<file path="config.mk">
export PLATFORM = sky130hd
export DESIGN_NAME = rgb_hsl_lightness_shade
export DESIGN_NICKNAME = d
export VERILOG_FILES = /design/src/rtl/rhls_pkg.sv /design/src/rtl/rgb_hsl_lightness_shade.sv
export SDC_FILE = /design/constraint.sdc
export NUM_CORES = 2
export LEC_CHECK = 0
export BUFFER_PORTS_ARGS = -buffer_cell sky130_fd_sc_hd__buf_2
export CAP_MARGIN = 0
export CORE_MARGIN = 1.5
export CORE_UTILIZATION = 44
export DETAILED_ROUTE_END_ITERATION = 6
export GPL_TIMING_DRIVEN = 0
export PLACE_DENSITY_LB_ADDON = 0.15
export SLEW_MARGIN = 20
export SYNTH_ARGS = -nofsm -noshare
export SYNTH_HDL_FRONTEND = slang
export SYNTH_SLANG_ARGS = --single-unit
</file>
<file path="constraint.sdc">
create_clock -name clk_i -period 32.4 [get_ports clk_i]
set_input_delay 3.24 -clock clk_i [delete_from_list [all_inputs] [get_ports clk_i]]
set_output_delay 3.24 -clock clk_i [all_outputs]
set_load 0.1 [all_outputs]
</file>
<file path="src/rtl/rhls_pkg.sv">
// Shared widths and constants for the RGB lightness shade block.
package rhls_pkg;

  localparam int unsigned CB   = 8;               // channel width
  localparam int unsigned SB   = 8;               // shade register width
  localparam int unsigned NCH  = 3;               // channels per pixel
  localparam int unsigned TW   = CB + 2;          // signed offset 2*(c-m)-d
  localparam int unsigned LW   = ((CB > SB) ? CB : SB) + 3;  // lightness sum
  localparam int unsigned PW   = 2 * CB + 3;      // signed product / numerator
  localparam int unsigned W    = 2 * CB + 2;      // dividend width
  localparam int unsigned Q    = CB + 1;          // quotient bits, one stage each

  localparam logic [CB-1:0]  FULL     = {CB{1'b1}};
  localparam logic [CB:0]    FULL2    = {FULL, 1'b0};
  localparam logic [SB-1:0]  SHADE_RST = SB'(51);

  typedef logic [CB-1:0] chan_t;
  typedef logic [W-1:0]  rem_t;
  typedef logic [Q-1:0]  quo_t;

endpackage

</file>
<file path="src/rtl/rgb_hsl_lightness_shade.sv">
// Top level: pipelined RGB to HSL lightness shade and back to RGB.
//
//  channel | signals                                  | direction
//  --------+------------------------------------------+----------
//  in      | in_valid_i, in_stall_o, {red,green,blue}_in_i  | sink
//  out     | out_valid_o, out_stall_i, {red,green,blue}_out_o | source
//  cfg     | cfg_we_i, cfg_data_i (shade_amount)     | sink
//
// One pixel per clock sustained while the output is not stalled; a restoring
// divider yields one quotient bit per stage for each channel.
// Reset clears the stage valid bits and loads shade_amount with 51.
// A stalled output freezes the whole pipeline; in_stall_o rises in the
// same cycle, so no transfer is lost or repeated.
module rgb_hsl_lightness_shade (
  input  logic                     clk_i,
  input  logic                     rst_ni,
  input  logic                     cfg_we_i,
  input  logic [rhls_pkg::SB-1:0]  cfg_data_i,
  input  logic                     in_valid_i,
  output logic                     in_stall_o,
  input  logic [rhls_pkg::CB-1:0]  red_in_i,
  input  logic [rhls_pkg::CB-1:0]  green_in_i,
  input  logic [rhls_pkg::CB-1:0]  blue_in_i,
  output logic                     out_valid_o,
  input  logic                     out_stall_i,
  output logic [rhls_pkg::CB-1:0]  red_out_o,
  output logic [rhls_pkg::CB-1:0]  green_out_o,
  output logic [rhls_pkg::CB-1:0]  blue_out_o
);

  localparam int unsigned CB  = rhls_pkg::CB;
  localparam int unsigned NCH = rhls_pkg::NCH;
  localparam int unsigned Q   = rhls_pkg::Q;
  localparam int unsigned W   = rhls_pkg::W;
  localparam int unsigned TW  = rhls_pkg::TW;
  localparam int unsigned LW  = rhls_pkg::LW;
  localparam int unsigned PW  = rhls_pkg::PW;

  // whole pipe advances unless the output transfer is blocked
  logic en;
  logic out_valid_q;
  assign en         = !(out_valid_q && out_stall_i);
  assign in_stall_o = !en;

  // shade register
  logic [rhls_pkg::SB-1:0] shade_q;
  always_ff @(posedge clk_i or negedge rst_ni) begin
    if (!rst_ni) begin
      shade_q <= rhls_pkg::SHADE_RST;
    end else if (cfg_we_i) begin
      shade_q <= cfg_data_i;
    end
  end

  // ---------------- stage 1: min, max, spread, sum ----------------
  rhls_pkg::chan_t ch_in [NCH];
  rhls_pkg::chan_t mx_d, mn_d;
  assign ch_in[0] = red_in_i;
  assign ch_in[1] = green_in_i;
  assign ch_in[2] = blue_in_i;

  always_comb begin
    mx_d = ch_in[0];
    mn_d = ch_in[0];
    for (int i = 1; i < NCH; i++) begin
      if (ch_in[i] > mx_d) mx_d = ch_in[i];
      if (ch_in[i] < mn_d) mn_d = ch_in[i];
    end
  end

  logic            v1_q;
  rhls_pkg::chan_t ch1_q [NCH];
  rhls_pkg::chan_t mn1_q, d1_q;
  logic [CB:0]     sum1_q;

  always_ff @(posedge clk_i or negedge rst_ni) begin
    if (!rst_ni) begin
      v1_q <= 1'b0;
    end else if (en) begin
      v1_q <= in_valid_i;
    end
  end

  always_ff @(posedge clk_i) begin
    if (en) begin
      for (int i = 0; i < NCH; i++) ch1_q[i] <= ch_in[i];
      mn1_q  <= mn_d;
      d1_q   <= mx_d - mn_d;
      sum1_q <= {1'b0, mx_d} + {1'b0, mn_d};
    end
  end

  // ---------------- stage 2: shaded lightness, K, offsets ----------------
  logic [CB:0]            dd_w;
  rhls_pkg::chan_t        dde_d;
  logic [LW-1:0]          lt_w;
  logic [CB:0]            l2_d;
  rhls_pkg::chan_t        k_d;
  logic signed [TW-1:0]   t_d [NCH];

  always_comb begin
    dd_w = (sum1_q <= {1'b0, rhls_pkg::FULL}) ? sum1_q : rhls_pkg::FULL2 - sum1_q;
    // grey pixel: divisor 1, offsets 0, so the result is (L2 + 1) / 2
    dde_d = (d1_q == '0) ? CB'(1) : dd_w[CB-1:0];
    if (sum1_q > {1'b0, rhls_pkg::FULL}) begin
      lt_w = LW'(sum1_q) - {shade_q, 1'b0};
      l2_d = lt_w[LW-1] ? '0 : lt_w[CB:0];
    end else begin
      lt_w = LW'(sum1_q) + {shade_q, 1'b0};
      l2_d = (lt_w > LW'(rhls_pkg::FULL2)) ? rhls_pkg::FULL2 : lt_w[CB:0];
    end
    k_d = (l2_d <= {1'b0, rhls_pkg::FULL}) ? l2_d[CB-1:0]
                                            : CB'(rhls_pkg::FULL2 - l2_d);
    for (int i = 0; i < NCH; i++) begin
      t_d[i] = $signed({1'b0, ch1_q[i] - mn1_q, 1'b0}) - $signed({2'b00, d1_q});
    end
  end

  logic                 v2_q;
  rhls_pkg::chan_t      dde2_q, k2_q;
  logic [CB:0]          l22_q;
  logic signed [TW-1:0] t2_q [NCH];

  always_ff @(posedge clk_i or negedge rst_ni) begin
    if (!rst_ni) begin
      v2_q <= 1'b0;
    end else if (en) begin
      v2_q <= v1_q;
    end
  end

  always_ff @(posedge clk_i) begin
    if (en) begin
      dde2_q <= dde_d;
      k2_q   <= k_d;
      l22_q  <= l2_d;
      for (int i = 0; i < NCH; i++) t2_q[i] <= t_d[i];
    end
  end

  // ---------------- stage 3: products ----------------
  logic                  v3_q;
  logic [2*CB:0]         p13_q;
  logic signed [PW-1:0]  p23_q [NCH];
  rhls_pkg::chan_t       dde3_q;

  always_ff @(posedge clk_i or negedge rst_ni) begin
    if (!rst_ni) begin
      v3_q <= 1'b0;
    end else if (en) begin
      v3_q <= v2_q;
    end
  end

  always_ff @(posedge clk_i) begin
    if (en) begin
      p13_q  <= l22_q * dde2_q;
      dde3_q <= dde2_q;
      for (int i = 0; i < NCH; i++) begin
        p23_q[i] <= PW'($signed({1'b0, k2_q})) * PW'(t2_q[i]);
      end
    end
  end

  // ---------------- stage 4: dividend, then one quotient bit per stage ----------------
  logic signed [PW-1:0] num_w [NCH];
  rhls_pkg::rem_t       n_d   [NCH];

  always_comb begin
    for (int i = 0; i < NCH; i++) begin
      num_w[i] = $signed({2'b00, p13_q}) + p23_q[i];
      n_d[i]   = num_w[i][PW-1] ? W'(dde3_q) : num_w[i][W-1:0] + W'(dde3_q);
    end
  end

  logic             dv_q  [Q+1];
  rhls_pkg::rem_t   rem_q [Q+1][NCH];
  rhls_pkg::quo_t   quo_q [Q+1][NCH];
  logic [CB:0]      div_q [Q+1];

  rhls_pkg::rem_t   rem_d [Q][NCH];
  rhls_pkg::quo_t   quo_d [Q][NCH];
  rhls_pkg::rem_t   sd_w  [Q];

  always_comb begin
    for (int s = 0; s < Q; s++) begin
      sd_w[s] = W'(div_q[s]) << (Q - 1 - s);
      for (int i = 0; i < NCH; i++) begin
        if (rem_q[s][i] >= sd_w[s]) begin
          rem_d[s][i] = rem_q[s][i] - sd_w[s];
          quo_d[s][i] = {quo_q[s][i][Q-2:0], 1'b1};
        end else begin
          rem_d[s][i] = rem_q[s][i];
          quo_d[s][i] = {quo_q[s][i][Q-2:0], 1'b0};
        end
      end
    end
  end

  always_ff @(posedge clk_i or negedge rst_ni) begin
    if (!rst_ni) begin
      for (int s = 0; s <= Q; s++) dv_q[s] <= 1'b0;
    end else if (en) begin
      dv_q[0] <= v3_q;
      for (int s = 0; s < Q; s++) dv_q[s+1] <= dv_q[s];
    end
  end

  always_ff @(posedge clk_i) begin
    if (en) begin
      div_q[0] <= {dde3_q, 1'b0};
      for (int i = 0; i < NCH; i++) begin
        rem_q[0][i] <= n_d[i];
        quo_q[0][i] <= '0;
      end
      for (int s = 0; s < Q; s++) begin
        div_q[s+1] <= div_q[s];
        for (int i = 0; i < NCH; i++) begin
          rem_q[s+1][i] <= rem_d[s][i];
          quo_q[s+1][i] <= quo_d[s][i];
        end
      end
    end
  end

  // ---------------- output register with clamp ----------------
  rhls_pkg::chan_t out_q [NCH];

  always_ff @(posedge clk_i or negedge rst_ni) begin
    if (!rst_ni) begin
      out_valid_q <= 1'b0;
    end else if (en) begin
      out_valid_q <= dv_q[Q];
    end
  end

  always_ff @(posedge clk_i) begin
    if (en) begin
      for (int i = 0; i < NCH; i++) begin
        out_q[i] <= (quo_q[Q][i] > Q'(rhls_pkg::FULL)) ? rhls_pkg::FULL
                                                       : quo_q[Q][i][CB-1:0];
      end
    end
  end

  assign out_valid_o  = out_valid_q;
  assign red_out_o    = out_q[0];
  assign green_out_o  = out_q[1];
  assign blue_out_o   = out_q[2];

`ifndef NO_ASSERTIONS
  // divider never sees a zero divisor
  a_div_nonzero: assert property (@(posedge clk_i) disable iff (!rst_ni)
    dv_q[0] |-> div_q[0] != '0)
    else $error("zero divisor entered divider");

  // restoring division leaves a remainder below the divisor
  a_rem_red: assert property (@(posedge clk_i) disable iff (!rst_ni)
    dv_q[Q] |-> (rem_q[Q][0] < W'(div_q[Q])) && (rem_q[Q][1] < W'(div_q[Q]))
               && (rem_q[Q][2] < W'(div_q[Q])))
    else $error("divider remainder not reduced");

  // blocked result is held and input side is stalled
  a_hold: assert property (@(posedge clk_i) disable iff (!rst_ni)
    (out_valid_o && out_stall_i) |-> in_stall_o ##1 (out_valid_o && $stable(red_out_o)))
    else $error("stalled result lost");
`endif

endmodule

</file>
==> results by group <==
Status
  – Status: complete, no violations

Critical path
  – Crit end category: flip-flop
  – WP data arrival: 9.48 ns
  – Reg2Reg Setup Slack: 25.99 ns
  – Worst path slowest cell: clkbuf_1
  – CP peak stage delay: 0.47 ns
  – Reg2reg path depth: 19
  – Launching element type of the critical path: input port
  – Worst endpoint required time: 32.83 ns
  – Reg-to-reg startpoint: k2_q[0]
  – Crit Path Class: input port to flip-flop
  – Crit Path Max Fanout: 8
  – Crit. Startpoint: red_in_i[1]

Detailed routing
  – Wire per inst: around 19 um
  – Post-DRT Antenna Nets: 0
  – Vias post-DR: around 39000
  – First DRT Iteration DRCs: ~2100
  – Remaining DRCs: 0
  – WL final: ~140 mm
  – Vias per cell: 5.27
  – Drt first pass iters: 5

Finish
  – Finished Cell Area: approximately 0.067 sq mm
  – Filler instances: 12400
  – Layout cells sized above 1: 6.19%
  – Final net count: 6463
  – Layout area overhead: 10.2%
  – # diodes: 0

Timing
  – Final hold slack: about 0.40 ns
  – Final hold viol count: 0
  – Setup ws final: 23.35 ns
  – Final Setup Violations: 0
  – Worst-margin pin slew: ~1.1 ns
  – Max Freq: between 100 and 150 MHz
  – Period minus WS final: about 9 ns
  – Final period utilization: between 20% and 30%
  – Setup TNS: 0 ns
  – Worst slew margin: 27.2%
  – Unrepaired setup endpoints after global routing: false
  – Max-slew violations: 0
  – Fin Clk Skew: 0.0552 ns

Place
  – GPL Wtd Cong: approximately 0.90
  – Post-DP Area: 0.0635 sq mm
  – Pre-CTS setup slack: 22.61 ns
  – Dpl hpwl: 112 mm
  – Port Buffers: 62

Min path
  – Hold crit path type: flip-flop to flip-flop
  – Hold Path Stages: 0
  – Worst Hold Launch: quo_q[2][18]

Logic synthesis
  – Seq/Total Area, Yosys: 45.3%
  – Synth warn: 0
  – Leading area contributor after synthesis: edfxtp_1
  – Synthesized Nets: roughly 6300
  – Most used DFF post-synth: edfxtp_1
  – Synthesis-stage register bit count: 919
  – Post-Syn Area per Cell: roughly 11 sq um
  – Post-synth ARST share: under 10%
  – Yosys cell types: 80
  – EDFF count, synth: 897
  – Top cells by area, synth: edfxtp_1, ha_1, fa_1
  – Syn Std Cell Area: 0.0607 sq mm
  – Share of Yosys cell area claimed by the top area cell type: 44.4%
  – Synth Instances: 5433

Clock tree
  – Cts hold-fix bufs: 0
  – CTS H-Tree Depth: 3
  – Post-CTS sizing: 0
  – CTS Buffer Depth: 3
  – CTS buffer count: 101
  – Post-CTS setup buffer count: 0
  – Clock latency on the worst-skew pair: 0.72 ns
  – CTS tree: done
  – Clk sink count: 919
  – Clk pin slew, worst setup/hold paths: 0.06 ns
  – Root buffer cell: clkbuf_16

Die
  – Core ar.: 0.137 sq mm
  – Die area: 0.140 sq mm
  – IO Pins: 63
  – Starting Density: between 40% and 50%
  – Die Y: 374 um
  – Die Width: 374 um
  – Row cnt: 136

Global route
  – Largest net degree at the start of global routing: 100
  – Initial antenna violation count: 0
  – GRT Total Usage: ~20%
  – Remaining Overflow, GRT: 0
  – Vias in the first global route: 40300
  – First-pass GRT wire length: 223 mm

Flow run
  – Max Cap Violations: 0
## registers in the layout, summed over array words and instances (netlist names), 8 cells and up
signal	cells
p13_q	17
ch1_q	24
shade_q	8
k2_q	8
out_q	24
dde2_q	8
l22_q	8
div_q	72
p23_q	55
dv_q	10
quo_q	135
rem_q	486
d1_q	8
dde3_q	8
t2_q	28
mn1_q	8
sum1_q	8
## Yosys cell counts (6+ instances only)
cell and n:
a2111oi_0 10, a211o_1 9, a211oi_1 21, a21boi_0 52, a21o_1 112, a21oi_1 268
a221oi_1 8, a311oi_1 8, a31o_2 7, a31oi_1 22, and2_1 191, and3_1 25
clkbuf_1 68, dfrtp_1 18, edfxtp_1 897, fa_1 280, ha_1 537, inv_1 653
mux2_2 58, mux2i_1 34, nand2_1 386, nand2b_1 77, nand3_1 76, nand3b_1 20
nand4_1 50, nand4b_1 17, nor2_1 346, nor2b_1 95, nor3_1 83, nor4_1 67
nor4b_1 7, o211ai_1 17, o21a_1 55, o21ai_0 248, o21bai_1 16, o31ai_1 32
o41ai_1 6, or2_2 39, or3_1 31, or4_1 8, xnor2_1 236, xor2_1 153
## metal layers
metal / global-route usage [%] / vias to the layer above / wire (um)
li1: - / 19500 / -
met1: 24.5 / 19100 / 59800
met2: 37.2 / 597 / 72600
met3: 2.27 / 230 / 3800
met4: 7.91 / 0 / 5890
met5: 0 / - / 0
## per-stage QoR
stage               instances  util, %
finish                   7484     48.8
global route             7484     48.8
CTS                      7484     48.8
detailed placement       7300     46.3
global placement         7289     46.1
floorplan                5433        -
## critical path, delay by kind of cell
kind | cells | cell delay (ns)
fa+ha+maj | 4 | 1.24
compound gates | 13 | 2.21
simple gates | 8 | 1.00
mux | 2 | 0.76
buf+inv | 4 | 1.03
## layout by cell type (no fill, tap or decap), types with 21 or more instances in the layout
| cell type | netlist | routed |
|---|---|---|
| xnor2_1 | 236 | 236 |
| xor2_1 | 153 | 153 |
| nand2_1 | 386 | 386 |
| nand3_1 | 76 | 76 |
| buf_2 | 4 | 66 |
| nor2_1 | 346 | 346 |
| clkinv_2 | 0 | 21 |
| nand4_1 | 50 | 50 |
| or3_1 | 31 | 31 |
| inv_1 | 653 | 653 |
| nor4_1 | 67 | 67 |
| a21o_1 | 112 | 112 |
| o21a_1 | 55 | 55 |
| mux2_2 | 58 | 58 |
| clkbuf_1 | 68 | 79 |
| ha_1 | 537 | 537 |
| a21boi_0 | 52 | 52 |
| o21ai_0 | 248 | 248 |
| and3_1 | 25 | 25 |
| fa_1 | 280 | 280 |
| edfxtp_1 | 897 | 897 |
| and2_1 | 191 | 191 |
| nand2b_1 | 77 | 77 |
| a31oi_1 | 22 | 22 |
| mux2i_1 | 34 | 34 |
| o31ai_1 | 32 | 32 |
| a21oi_1 | 268 | 268 |
| a211oi_1 | 21 | 21 |
| clkbuf_16 | 0 | 104 |
| nor2b_1 | 95 | 95 |
| nor3_1 | 83 | 83 |
| or2_2 | 39 | 39 |
## cell families (layout without fill, tap and decap cells)
| group | Yosys count | count (layout) | share of synthesized area, % |
|---|---|---|---|
| AOI/OAI and AO/OA | 949 | 949 | 9.82 |
| xor gates and xnor gates | 389 | 389 | 5.62 |
| adders and majority gates | 817 | 817 | 20.3 |
| buffers and inverters | 728 | 985 | 4.51 |
| DFF | 919 | 919 | 45.3 |
| muxes | 92 | 92 | 1.64 |
| and+or+nand+nor | 1539 | 1539 | 12.8 |
## final timing paths
kind	end
max in group asynchronous	shade_q[0]
min in group asynchronous	shade_q[2]
hold / removal	quo_q[3][19]
hold reg to reg	quo_q[3][19]
setup / recovery	sum1_q[8]
setup reg to reg	p23_q[0][56]
## layout make-up
type                       count  area (sq um)  area share, %
buffer                        74           293          0.438
timing repair buffer          73           613          0.917
inverter                     654          2450           3.67
clock inverter                67           684           1.02
clock buffer                 117          2660           3.97
multi-input combinational   3786         30400           45.5
sequential                   919         27500           41.1
tap                         1794          2240           3.36
Power is left out: the tool's default activity adds up to more than one toggle a clock period on the data nets, which glitch-free logic cannot reach.
